## src/design/otcs_pkg.sv

```systemverilog
package otcs_pkg;

	localparam int MAX_CHARS   = 15;
	localparam int GLYPH_BYTES = 16;
	localparam int NUM_GLYPHS  = 18;
	localparam int ROM_DEPTH   = NUM_GLYPHS * GLYPH_BYTES;
	localparam int ROM_AW      = $clog2(ROM_DEPTH);
	localparam int GLYPH_W     = $clog2(NUM_GLYPHS);
	localparam int OFFS_W      = $clog2(GLYPH_BYTES);

	// beat numbers within one character
	localparam logic [4:0] BEAT_COL_CMD  = 5'd0;
	localparam logic [4:0] BEAT_COL_LO   = 5'd1;
	localparam logic [4:0] BEAT_COL_HI   = 5'd2;
	localparam logic [4:0] BEAT_PAGE_CMD = 5'd3;
	localparam logic [4:0] BEAT_PAGE_LO  = 5'd4;
	localparam logic [4:0] BEAT_PAGE_HI  = 5'd5;
	localparam logic [4:0] BEAT_DATA     = 5'd6;
	localparam logic [4:0] BEAT_LAST     = 5'(6 + GLYPH_BYTES - 1);

	localparam logic [1:0] ERR_NONE     = 2'd0;
	localparam logic [1:0] ERR_BAD_LINE = 2'd1;
	localparam logic [1:0] ERR_TOO_MANY = 2'd2;

	localparam logic [1:0] CFG_COLUMN_COMMAND = 2'd0;
	localparam logic [1:0] CFG_PAGE_COMMAND   = 2'd1;
	localparam logic [1:0] CFG_CHAR_SPACING   = 2'd2;
	localparam logic [1:0] CFG_START_MARGIN   = 2'd3;

	localparam logic [GLYPH_W-1:0] GLYPH_BLANK = GLYPH_W'(0);
	localparam logic [GLYPH_W-1:0] GLYPH_BLOCK = GLYPH_W'(17);

	typedef struct packed {
		logic [7:0] char_code;
		logic [2:0] line_number;
		logic       first_of_string;
	} in_item_t;

	typedef struct packed {
		logic       is_data;
		logic [7:0] byte_value;
		logic       last;
		logic [1:0] error_code;
		logic [7:0] next_margin;
	} out_item_t;

	typedef struct packed {
		logic [1:0]         err;
		logic [7:0]         margin;
		logic [7:0]         next;
		logic [2:0]         line;
		logic [GLYPH_W-1:0] glyph;
	} job_t;

	localparam logic [7:0] FONT [ROM_DEPTH] = '{
		8'd0, 8'd0, 8'd0, 8'd0, 8'd0, 8'd0, 8'd0, 8'd0,
		8'd0, 8'd0, 8'd0, 8'd0, 8'd0, 8'd0, 8'd0, 8'd0,
		8'd248, 8'd252, 8'd14, 8'd134, 8'd134, 8'd14, 8'd252, 8'd248,
		8'd63, 8'd127, 8'd224, 8'd195, 8'd195, 8'd224, 8'd127, 8'd63,
		8'd12, 8'd12, 8'd12, 8'd254, 8'd254, 8'd0, 8'd0, 8'd0,
		8'd192, 8'd192, 8'd192, 8'd255, 8'd255, 8'd192, 8'd192, 8'd192,
		8'd0, 8'd28, 8'd12, 8'd6, 8'd6, 8'd142, 8'd254, 8'd248,
		8'd224, 8'd240, 8'd248, 8'd220, 8'd207, 8'd199, 8'd195, 8'd192,
		8'd28, 8'd12, 8'd142, 8'd134, 8'd134, 8'd206, 8'd252, 8'd120,
		8'd112, 8'd224, 8'd193, 8'd193, 8'd193, 8'd231, 8'd127, 8'd60,
		8'd128, 8'd252, 8'd124, 8'd0, 8'd0, 8'd254, 8'd254, 8'd0,
		8'd15, 8'd15, 8'd12, 8'd12, 8'd12, 8'd255, 8'd255, 8'd12,
		8'd0, 8'd254, 8'd254, 8'd134, 8'd134, 8'd134, 8'd6, 8'd0,
		8'd56, 8'd121, 8'd225, 8'd193, 8'd193, 8'd227, 8'd127, 8'd30,
		8'd224, 8'd248, 8'd156, 8'd134, 8'd134, 8'd134, 8'd6, 8'd0,
		8'd63, 8'd127, 8'd225, 8'd193, 8'd193, 8'd227, 8'd63, 8'd30,
		8'd62, 8'd62, 8'd6, 8'd6, 8'd6, 8'd246, 8'd254, 8'd14,
		8'd0, 8'd0, 8'd0, 8'd240, 8'd255, 8'd15, 8'd0, 8'd0,
		8'd56, 8'd124, 8'd206, 8'd134, 8'd134, 8'd206, 8'd124, 8'd56,
		8'd62, 8'd127, 8'd227, 8'd193, 8'd193, 8'd227, 8'd127, 8'd62,
		8'd240, 8'd252, 8'd142, 8'd6, 8'd6, 8'd14, 8'd252, 8'd248,
		8'd0, 8'd193, 8'd195, 8'd195, 8'd195, 8'd115, 8'd63, 8'd15,
		8'd0, 8'd0, 8'd0, 8'd0, 8'd0, 8'd0, 8'd0, 8'd0,
		8'd0, 8'd3, 8'd3, 8'd3, 8'd3, 8'd3, 8'd3, 8'd0,
		8'd0, 8'd0, 8'd0, 8'd0, 8'd0, 8'd0, 8'd0, 8'd0,
		8'd0, 8'd0, 8'd48, 8'd176, 8'd112, 8'd0, 8'd0, 8'd0,
		8'd248, 8'd252, 8'd14, 8'd6, 8'd6, 8'd14, 8'd12, 8'd0,
		8'd63, 8'd127, 8'd224, 8'd192, 8'd192, 8'd224, 8'd96, 8'd32,
		8'd12, 8'd50, 8'd50, 8'd12, 8'd192, 8'd240, 8'd62, 8'd14,
		8'd192, 8'd240, 8'd60, 8'd15, 8'd99, 8'd152, 8'd152, 8'd96,
		8'd0, 8'd24, 8'd60, 8'd102, 8'd102, 8'd60, 8'd24, 8'd0,
		8'd0, 8'd0, 8'd0, 8'd0, 8'd0, 8'd0, 8'd0, 8'd0,
		8'd0, 8'd0, 8'd0, 8'd254, 8'd254, 8'd0, 8'd0, 8'd0,
		8'd0, 8'd0, 8'd0, 8'd255, 8'd255, 8'd0, 8'd0, 8'd0,
		8'd254, 8'd254, 8'd254, 8'd254, 8'd254, 8'd254, 8'd254, 8'd254,
		8'd255, 8'd255, 8'd255, 8'd255, 8'd255, 8'd255, 8'd255, 8'd255
	};

	function automatic logic [GLYPH_W-1:0] pick_glyph(input logic [7:0] code);
		logic [GLYPH_W-1:0] g;
		g = GLYPH_BLOCK;
		if (code == 8'd32 || code == 8'd0) begin
			g = GLYPH_BLANK;
		end else if (code >= 8'd48 && code <= 8'd57) begin
			g = GLYPH_W'(code - 8'd47);
		end else begin
			unique case (code)
				8'd45:   g = GLYPH_W'(11);
				8'd44:   g = GLYPH_W'(12);
				8'd67:   g = GLYPH_W'(13);
				8'd37:   g = GLYPH_W'(14);
				8'd167:  g = GLYPH_W'(15);
				8'd179:  g = GLYPH_W'(16);
				default: g = GLYPH_BLOCK;
			endcase
		end
		return g;
	endfunction

endpackage

```

## src/design/otcs_glyph_rom.sv

```systemverilog
module otcs_glyph_rom (
	input  logic                        clk,
	input  logic                        rd_en,
	input  logic [otcs_pkg::ROM_AW-1:0] rd_addr,
	output logic [7:0]                  rd_data
);

	// registered synchronous read; hold data when not enabled
	always_ff @(posedge clk) begin
		if (rd_en) begin
			rd_data <= otcs_pkg::FONT[rd_addr];
		end
	end

endmodule

```

## src/design/oled_text_command_stream.sv

```systemverilog
// Text renderer for an OLED controller byte stream.
// Input channel (in_valid/in_ready, in_item): one character per item with its
// text line (1..7) and a start-of-string mark.
// Output channel (out_valid/out_ready, out_item): the bytes for the display.
// A drawn character yields 22 items: column command, margin, margin+7, page
// command, line-1, line, then 16 glyph data bytes, the final one marked last.
// A bad line number or a character past the fifteenth in a string yields one
// error item instead.
// Config channel (cfg_valid/cfg_ready, cfg_index, cfg_data): always ready;
// writes column command, page command, spacing and start margin.
// The first byte passes through the job register and then the output register.
// The output carries one byte per cycle while out_ready holds high; the next
// item is taken in the cycle the current one issues its final byte, so
// characters stream without gaps.
// The glyph font sits in a 288-byte ROM with a registered read.
// Reset: registers return to defaults, margin 1, count 0, both channels empty.
// Stall: when out_ready is low with a byte waiting, the output register, ROM data
// and beat counter hold; input is refused while a job is held short of its last byte.
module oled_text_command_stream (
	input  logic                clk,
	input  logic                arst_n,
	input  logic                in_valid,
	output logic                in_ready,
	input  otcs_pkg::in_item_t  in_item,
	output logic                out_valid,
	input  logic                out_ready,
	output otcs_pkg::out_item_t out_item,
	input  logic                cfg_valid,
	output logic                cfg_ready,
	input  logic [1:0]          cfg_index,
	input  logic [7:0]          cfg_data
);

	// configuration registers
	logic [7:0] column_command_q;
	logic [7:0] page_command_q;
	logic [4:0] char_spacing_q;
	logic [6:0] start_margin_q;

	// running string state
	logic [7:0] margin_q;
	logic [4:0] count_q;

	// job register: the character being emitted
	logic             job_valid_q;
	otcs_pkg::job_t   job_q;
	logic [4:0]       beat_q;

	// output stage
	logic       out_valid_s2;
	logic       is_data_s2;
	logic [7:0] byte_s2;
	logic       last_s2;
	logic [1:0] err_s2;
	logic [7:0] next_s2;
	logic [7:0] rom_data;

	logic                          in_fire;
	logic                          advance;
	logic                          issue;
	logic                          job_last_beat;
	logic [7:0]                    eff_margin;
	logic [4:0]                    eff_count;
	otcs_pkg::job_t                new_job;
	logic [otcs_pkg::ROM_AW-1:0]   rom_addr;
	logic [otcs_pkg::OFFS_W-1:0]   data_offs;
	logic [7:0]                    beat_byte;
	logic                          beat_is_data;

	assign cfg_ready = 1'b1;

	always_ff @(posedge clk or negedge arst_n) begin
		if (!arst_n) begin
			column_command_q <= 8'd33;
			page_command_q   <= 8'd34;
			char_spacing_q   <= 5'd9;
			start_margin_q   <= 7'd1;
		end else if (cfg_valid) begin
			unique case (cfg_index)
				otcs_pkg::CFG_COLUMN_COMMAND: column_command_q <= cfg_data;
				otcs_pkg::CFG_PAGE_COMMAND:   page_command_q   <= cfg_data;
				otcs_pkg::CFG_CHAR_SPACING:   char_spacing_q   <= cfg_data[4:0];
				otcs_pkg::CFG_START_MARGIN:   start_margin_q   <= cfg_data[6:0];
			endcase
		end
	end

	// Output register advances when empty or drained this cycle.
	assign advance       = !out_valid_s2 || out_ready;
	assign issue         = job_valid_q && advance;
	assign job_last_beat = (job_q.err != otcs_pkg::ERR_NONE) || (beat_q == otcs_pkg::BEAT_LAST);
	assign in_ready      = !job_valid_q || (issue && job_last_beat);
	assign in_fire       = in_valid && in_ready;

	// Start of string reloads margin and count before any check.
	assign eff_margin = in_item.first_of_string ? {1'b0, start_margin_q} : margin_q;
	assign eff_count  = in_item.first_of_string ? 5'd0 : count_q;

	always_comb begin
		new_job.margin = eff_margin;
		new_job.next   = eff_margin;
		new_job.line   = in_item.line_number;
		new_job.glyph  = otcs_pkg::pick_glyph(in_item.char_code);
		// bad line number wins over too many characters
		if (in_item.line_number == 3'd0) begin
			new_job.err = otcs_pkg::ERR_BAD_LINE;
		end else if (eff_count >= 5'(otcs_pkg::MAX_CHARS)) begin
			new_job.err = otcs_pkg::ERR_TOO_MANY;
		end else begin
			new_job.err  = otcs_pkg::ERR_NONE;
			new_job.next = eff_margin + {3'd0, char_spacing_q};
		end
	end

	// Update string state at accept so the next item sees it at once.
	always_ff @(posedge clk or negedge arst_n) begin
		if (!arst_n) begin
			margin_q <= 8'd1;
			count_q  <= 5'd0;
		end else if (in_fire) begin
			margin_q <= new_job.next;
			if (new_job.err == otcs_pkg::ERR_NONE) begin
				count_q <= eff_count + 5'd1;
			end else begin
				count_q <= eff_count;
			end
		end
	end

	always_ff @(posedge clk or negedge arst_n) begin
		if (!arst_n) begin
			job_valid_q <= 1'b0;
			beat_q      <= 5'd0;
		end else if (in_fire) begin
			job_valid_q <= 1'b1;
			beat_q      <= 5'd0;
		end else if (issue) begin
			if (job_last_beat) begin
				job_valid_q <= 1'b0;
			end else begin
				beat_q <= beat_q + 5'd1;
			end
		end
	end

	// job payload needs no reset
	always_ff @(posedge clk) begin
		if (in_fire) begin
			job_q <= new_job;
		end
	end

	// Select the command byte for this beat; data beats come from the ROM.
	always_comb begin
		beat_byte    = 8'd0;
		beat_is_data = 1'b0;
		if (job_q.err == otcs_pkg::ERR_NONE) begin
			unique case (beat_q)
				otcs_pkg::BEAT_COL_CMD:  beat_byte = column_command_q;
				otcs_pkg::BEAT_COL_LO:   beat_byte = job_q.margin;
				otcs_pkg::BEAT_COL_HI:   beat_byte = job_q.margin + 8'd7;
				otcs_pkg::BEAT_PAGE_CMD: beat_byte = page_command_q;
				otcs_pkg::BEAT_PAGE_LO:  beat_byte = {5'd0, job_q.line - 3'd1};
				otcs_pkg::BEAT_PAGE_HI:  beat_byte = {5'd0, job_q.line};
				default:                 beat_is_data = 1'b1;
			endcase
		end
	end

	assign data_offs = otcs_pkg::OFFS_W'(beat_q - otcs_pkg::BEAT_DATA);
	assign rom_addr  = {job_q.glyph, data_offs};

	otcs_glyph_rom u_rom (
		.clk     (clk),
		.rd_en   (issue),
		.rd_addr (rom_addr),
		.rd_data (rom_data)
	);

	always_ff @(posedge clk or negedge arst_n) begin
		if (!arst_n) begin
			out_valid_s2 <= 1'b0;
		end else if (advance) begin
			out_valid_s2 <= issue;
		end
	end

	always_ff @(posedge clk) begin
		if (issue) begin
			is_data_s2 <= beat_is_data;
			byte_s2    <= beat_byte;
			last_s2    <= job_last_beat;
			err_s2     <= job_q.err;
			next_s2    <= job_q.next;
		end
	end

	assign out_valid = out_valid_s2;
	assign out_item  = '{
		is_data:     is_data_s2,
		byte_value:  is_data_s2 ? rom_data : byte_s2,
		last:        last_s2,
		error_code:  err_s2,
		next_margin: next_s2
	};

endmodule
```

## config.mk

```make
export PLATFORM = sky130hd
export DESIGN_NAME = oled_text_command_stream
export DESIGN_NICKNAME = d
export VERILOG_FILES = /design/src/design/otcs_pkg.sv /design/src/design/otcs_glyph_rom.sv /design/src/design/oled_text_command_stream.sv
export SDC_FILE = /design/constraint.sdc
export NUM_CORES = 1
export LEC_CHECK = 0
export BUFFER_PORTS_ARGS = -buffer_cell sky130_fd_sc_hd__buf_2
export CAP_MARGIN = 15
export CORE_ASPECT_RATIO = 0.5
export CORE_UTILIZATION = 61
export DETAILED_ROUTE_END_ITERATION = 12
export PLACE_DENSITY = 0.81
export SLEW_MARGIN = 20
export SYNTH_ARGS = -nofsm -noshare
export SYNTH_HDL_FRONTEND = slang
export SYNTH_SLANG_ARGS = --single-unit
export TNS_END_PERCENT = 50
```

## constraint.sdc

```tcl
create_clock -name clk -period 3.6 [get_ports clk]
set_clock_uncertainty 0.05 [all_clocks]
set_input_delay 0.18 -clock clk [delete_from_list [all_inputs] [get_ports clk]]
set_output_delay 0.18 -clock clk [all_outputs]
set_load 0.005 [all_outputs]
```

==> results of run 1 <==
==> per-layer routing <==
layer | vias to the layer above | GRT usage
li1 | 2689 | -
met1 | 2858 | 0.453
met2 | 375 | 0.553
met3 | 49 | 0.0882
met4 | 0 | 0.131
met5 | - | 0
==> cell usage after synthesis (all sizes together), types with 6 or more instances <==
master | n | area share
nand2 | 60 | 0.033
edfxtp | 54 | 0.24
o21ai | 53 | 0.039
mux2 | 51 | 0.084
nor2 | 50 | 0.028
dfrtp | 40 | 0.15
a21oi | 36 | 0.026
buf | 32 | 0.029
inv | 30 | 0.016
ha | 26 | 0.047
nor3 | 22 | 0.017
clkbuf | 21 | 0.011
a31oi | 16 | 0.015
nor2b | 16 | 0.015
mux2i | 14 | 0.021
nand2b | 13 | 0.012
nand3 | 13 | 0.0095
a211oi | 10 | 0.012
and2 | 9 | 0.0082
a221oi | 8 | 0.010
dfstp | 8 | 0.031
a21o | 7 | 0.0076
o211ai | 7 | 0.0076
xnor2 | 7 | 0.0089
a22oi | 6 | 0.0065
nor3b | 6 | 0.0073
xor2 | 6 | 0.0076
==> critical path: stages (launching register included) <==
cell and delay, ns:
dfrtp_1 0.66, inv_2 0.21, ha_1 0.41, buf_4 0.30
mux2i_1 0.33, a21oi_1 0.18, o221ai_1 0.33, o41ai_1 0.13
a311o_1 0.33, o21ai_1 0.18
==> power breakdown <==
group	leakage, nW	internal [mW]	switching [mW]	total, mW
Combinational	1.69	0.539	0.776	1.31
Clock	0.160	0.597	0.459	1.06
Sequential	1.08	1.50	0.145	1.65
==> final cells by class <==
class / instances / area share
Inverter: 30 / 0.0150
Multi-Input combinational cell: 525 / 0.486
Clock buffer: 11 / 0.0338
Sequential cell: 102 / 0.377
Timing Repair Buffer: 67 / 0.0559
Clock inverter: 5 / 0.00931
Tap cell: 140 / 0.0233
==> final timing paths <==
kind                                       end  cells after the start
min in group asynchronous           count_q[1]                      2
hold reg to reg                     next_s2[0]                      0
setup reg to reg              u_rom.rd_data[2]                      9
hold / removal                     job_valid_q                      2
max in group asynchronous  column_command_q[2]                      2
setup / recovery              u_rom.rd_data[2]                      9
==> logic make-up (layout without fill, tap and decap cells) <==
logic type / after synthesis / in the layout / share of synthesized area
fa+ha+maj: 27 / 27 / 0.0502
mux: 66 / 66 / 0.108
buf+inv: 83 / 113 / 0.0564
other cells: 1 / 1 / 0.000545
flops: 102 / 102 / 0.412
simple gates: 218 / 218 / 0.160
xor+xnor: 13 / 13 / 0.0166
compound gates: 200 / 200 / 0.196
==> through the flow <==
stage | setup slack, ns | cells | total power, mW | cell area, sq um | utilization
final | 0.319 | 880 | 4.02 | 7520 | 0.712
after global routing | 0.129 | 880 | 4.21 | 7520 | 0.712
after CTS | 0.372 | 879 | 3.99 | 7510 | 0.710
after detailed placement | 0.440 | 860 | 2.93 | 7160 | 0.677
after global placement | 0.460 | 860 | 2.89 | 7160 | 0.677
after floorplan | 0.845 | 710 | 2.54 | 6880 | -
==> registers in the layout (all words and copies together) (netlist names), 7 cells and up <==
name and count:
margin_q 8, page_command_q 8, job_q 26, start_margin_q 7
u_rom.rd_data 8, byte_s2 8, next_s2 8, column_command_q 8
==> summary.txt, run 1 <==
STA
  • Rel. slew slack: 0.423
  • Hold Vio Cnt, Final: 0
  • Slew Viols, Final: 0
  • WHS: approximately 0.023 ns
  • Setup violators final: 0
  • Actual slew at the worst max-slew pin: approximately 0.86 ns
  • RSZ-0062 raised after global routing: no
  • Fmax: about 300 MHz
  • Setup TNS: 0 ns
  • Share of the clock period used by the worst path: 0.912
  • Fin crit period: 3.28 ns

Synth
  • Cell count after synthesis: 710
  • Flip-flop and latch count after synthesis: 102
  • Primary FF master, synth: edfxtp_1
  • Fraction of registers with async set/reset: 0.471
  • Syn_area_per_cell: ~9.7 sq um
  • Sequential fraction of the synthesis area: 0.412
  • Syn Std Cell Area: between 6000 and 7000 sq um
  • EDFF count, synth: 54
  • Yosys warnings: 0
  • Syn Nets: ~760
  • Distinct cells, synth: 84

Power and ir drop
  • Max VDD drop: ~0.00039 V
  • Power Dens Cells: between 500 and 600 nW/um^2
  • Leak pwr: slightly below 3 nW

Critical path
  • Critical path peak fanout: 23
  • Reg-to-Reg Start: beat_q[2]
  • Critical Path AT: around 3.4 ns
  • R2r setup slk: about 0.32 ns
  • Worst path required time: around 3.7 ns
  • Crit end category: register
  • Startpoint Class: register
  • WS Path Type: register to register
  • Worst Setup SP: beat_q[2]

Finish
  • NumNets Final: about 800
  • Most common cell after layout, fill and taps aside: nand2_1
  • Multi-input logic area: between 3000 and 4000 sq um
  • Most frequent cells in the layout: nand2_1 (59), edfxtp_1 (54), mux2_2 (50), nor2_1 (49), o21ai_0 (48)
  • Area grow syn2layout: 9.37%
  • Flip-flop and latch area: approximately 2800 sq um
  • Fill count: roughly 750
  • Ratio of cells with drive above 1 in the final layout: 0.212
  • Antenna cells: 0

Global route
  • Pin count of the biggest net entering global routing: just under 70
  • First-pass GRT wire length: 31100 um
  • Antenna violations before repair: 0
  • Number of global-route vias before repair: roughly 5700
  • GRT Overall Usage: 0.345
  • Total grt overflow: 0

Placed design
  • Final HPWL DP: 13600 um
  • GP Congestion: around 1
  • I/O Buffers: between 40 and 50

Clocking
  • CTS tree: done
  • Clock Path Buffers: 2
  • Hold_buf cts: 3
  • # Post-CTS Setup Buffers: 0
  • Post-CTS resize count: 0
  • Htree depth: 3
  • Clk_lat worst skew: about 0.35 ns
  • CTS root buf: clkbuf_16
  • Clk slew on worst S/H paths: ~0.080 ns
  • TritonCTS Buffers: 9
  • # clock sinks: just over 100

Worst hold path
  • Min-delay src: in_valid
  • Hold crit path type: primary input to register

Floorplan
  • Rows: 26
  • Core area: roughly 11000 sq um
  • # IOs: 50
  • Die Area: between 10000 and 15000 sq um
  • Starting Density: 0.651
  • Die height: 77.1 um
  • Chip width: roughly 150 um

Drt
  • Remaining antenna violation count: 0
  • DR iter-0 viols: just over 700
  • DRT Pass-1 Iters: 5
  • WL per Instance: 22.0 um
  • DR DRC count: 0
  • Routed met3 length: approximately 1800 um
  • Met2 WL post-DR: between 8000 and 9000 um
  • Post-DR vias/cell: just under 7
  • DRT met1 WL: between 8000 and 9000 um
  • Routed wire length: 19400 um
  • Max layer used: met4
  • Routed via count: about 6000

Run status
  • Outcome: completed

Flow run
  • Max Cap Violations: 0
Power figures use the tool's default switching activity.
==> run 2: changes to the inputs <==
- clock period: 3.6 -> 3.1 ns (I/O delays scaled with it)
==> run 2 against run 1 <==
  * First-iteration DRC count up 9.7%
  * Die area did not move
  * Final cell count grew 1.8%
  * Largest power group unchanged
==> summary.txt, run 2 (synthesis gave the netlist of run 1 again) <==
Global route
  • First-pass GRT wire length: 30100 um (-3.0%)
  • GRT Overall Usage: 0.332 (-0.0135)
  • Total grt overflow: 0 (unchanged)
  • Antenna violations before repair: 1 (+1)
  • Pin count of the biggest net entering global routing: 49 (-28%)
  • Number of global-route vias before repair: 5630 (-0.83%)

STA
  • Fmax: 347 MHz (+14%)
  • Rel. slew slack: 0.460 (+0.0370)
  • WHS: 0.00562 ns (-0.0170 ns)
  • Actual slew at the worst max-slew pin: 0.806 ns (-0.0553 ns)
  • Share of the clock period used by the worst path: 0.928 (+0.0169)
  • Post-layout worst setup margin: 0.222 ns (-0.0965 ns)
  • Setup TNS: 0 ns (unchanged)
  • Fin crit period: 2.88 ns (-0.403 ns)
  • Slew Viols, Final: 0 (unchanged)
  • RSZ-0062 raised after global routing: no
  • Setup violators final: 0 (unchanged)
  • Hold Vio Cnt, Final: 0 (unchanged)

Finish
  • NumNets Final: 805 (+2.0%)
  • Fill count: 701 (-6.9%)
  • Non-Filler Instances: 896 (+1.8%)
  • Flip-flop and latch area: 2830 sq um (unchanged)
  • Max reg flops: 26 (unchanged)
  • Final Util: 0.721 (+0.00947)
  • Multi-input logic area: 3660 sq um (about the same)
  • Most common cell after layout, fill and taps aside: nand2_1
  • Area grow syn2layout: 10.8%
  • Ratio of cells with drive above 1 in the final layout: 0.231 (+0.0193)
  • Antenna cells: 0 (unchanged)
  • Fin area: 7620 sq um (+1.3%)
  • Most frequent cells in the layout: nand2_1 (59), edfxtp_1 (54), mux2_2 (50), nor2_1 (49), o21ai_0 (48)
  • Largest reg by FF count: job_q

Drt
  • WL per Instance: 20.9 um (-5.1%)
  • DR iter-0 viols: 779 (+9.7%)
  • Routed wire length: 18700 um (-3.3%)
  • DR DRC count: 0 (unchanged)
  • Post-DR vias/cell: 6.63 (-2.3%)
  • Routed via count: 5940 (-0.52%)
  • Remaining antenna violation count: 0 (unchanged)
  • DRT Pass-1 Iters: 5 (unchanged)

Critical path
  • Startpoint Class: register
  • Setup crit end: u_rom.rd_data[7]
  • Crit end category: register
  • Worst r2r dst: u_rom.rd_data[7]
  • Critical path peak fanout: 10 (-57%)
  • R2r setup slk: 0.22 ns (-0.10 ns)
  • WS Path Type: register to register
  • R2R depth: 8 (-1)
  • Reg-to-Reg Start: beat_q[1]
  • Critical Path AT: 2.89 ns (-0.53 ns)
  • Worst path required time: 3.11 ns (-0.63 ns)
  • Worst Setup SP: beat_q[1]

Clocking
  • Clk slew on worst S/H paths: 0.08 ns (about the same)
  • TritonCTS Buffers: 9 (unchanged)
  • # clock sinks: 102 (unchanged)
  • CTS root buf: clkbuf_16
  • CTS tree: done
  • Clock Path Buffers: 2 (unchanged)
  • Htree depth: 3 (unchanged)
  • # Post-CTS Setup Buffers: 0 (unchanged)
  • Clk_lat worst skew: 0.35 ns (about the same)

Floorplan
  • Rows: 26 (unchanged)
  • Starting Density: 0.651 (unchanged)
  • Die Area: 11700 sq um (unchanged)
  • # IOs: 50 (unchanged)
  • Chip width: 152 um (unchanged)
  • Die height: 77.1 um (unchanged)
  • Core area: 10600 sq um (unchanged)

Placed design
  • Post-Place Setup Slack: 0.258 ns (-0.182 ns)
  • Inst Count DP: 876 (+1.9%)
  • GP Congestion: 1.02 (+1.3%)
  • Placed cell area: 7280 sq um (+1.7%)
  • I/O Buffers: 48 (unchanged)
  • Final HPWL DP: 13400 um (-1.4%)

Power and ir drop
  • Power Dens Cells: 600 nW/um^2 (+12%)
  • Max VDD drop: 0.000422 V (+7.1%)
  • Leak pwr: 3.00 nW (+2.4%)
  • Pwr Total: 4.58 mW (+14%)

Run status
  • Outcome: completed

Worst hold path
  • Hold crit path type: primary input to register

Flow run
  • Max Cap Violations: 0 (unchanged)
## run 2: worst min path at each step
stage | to | cells past startpoint | startpoint
2_1_floorplan | beat_q[0] | 0 | arst_n
3_3_place_gp | job_q[5] | 1 | in_item[1]
3_5_place_dp | job_q[5] | 1 | in_item[1]
4_1_cts | column_command_q[7] | 2 | cfg_data[7]
5_1_grt | column_command_q[7] | 2 | cfg_data[7]
6_report | column_command_q[7] | 2 | cfg_data[7]
## run 2: layout make-up
type                    instances  share of cell area
flip-flops and latches        102               0.372
inverters                      30              0.0148
well taps                     140              0.0230
clock buffers                   9              0.0295
clock inverters                 7              0.0100
multi-input cells             525               0.480
repair buffers                 83              0.0709
## run 2: report_power, final
group	internal [mW]	total (mW)	switching (mW)
clock	0.573	1.15	0.578
sequential	1.74	1.89	0.146
combinational	0.644	1.53	0.890
## run 2: worst max-delay path, stage by stage, from the launching register on
cell      delay [ns]
dfrtp_1         0.41
inv_1           0.28
ha_1            0.34
mux2i_2         0.38
o21ai_1         0.15
a211o_1         0.31
a32o_1          0.21
a311oi_1        0.31
o21ai_1         0.15
## run 2: per-layer routing
layer / global-route usage / up-vias / share of wire
li1: - / 2716 / -
met1: 0.452 / 2845 / 0.43
met2: 0.524 / 312 / 0.45
met3: 0.0627 / 65 / 0.092
met4: 0.139 / 2 / 0.033
met5: 0 / - / 0.00059
## run 2: timing repair
item,in CTS,in global routing
setup endpoints to repair,0,1
hold buffers,4,0
resized for setup,0,1
endpoints found under the hold margin,43,0
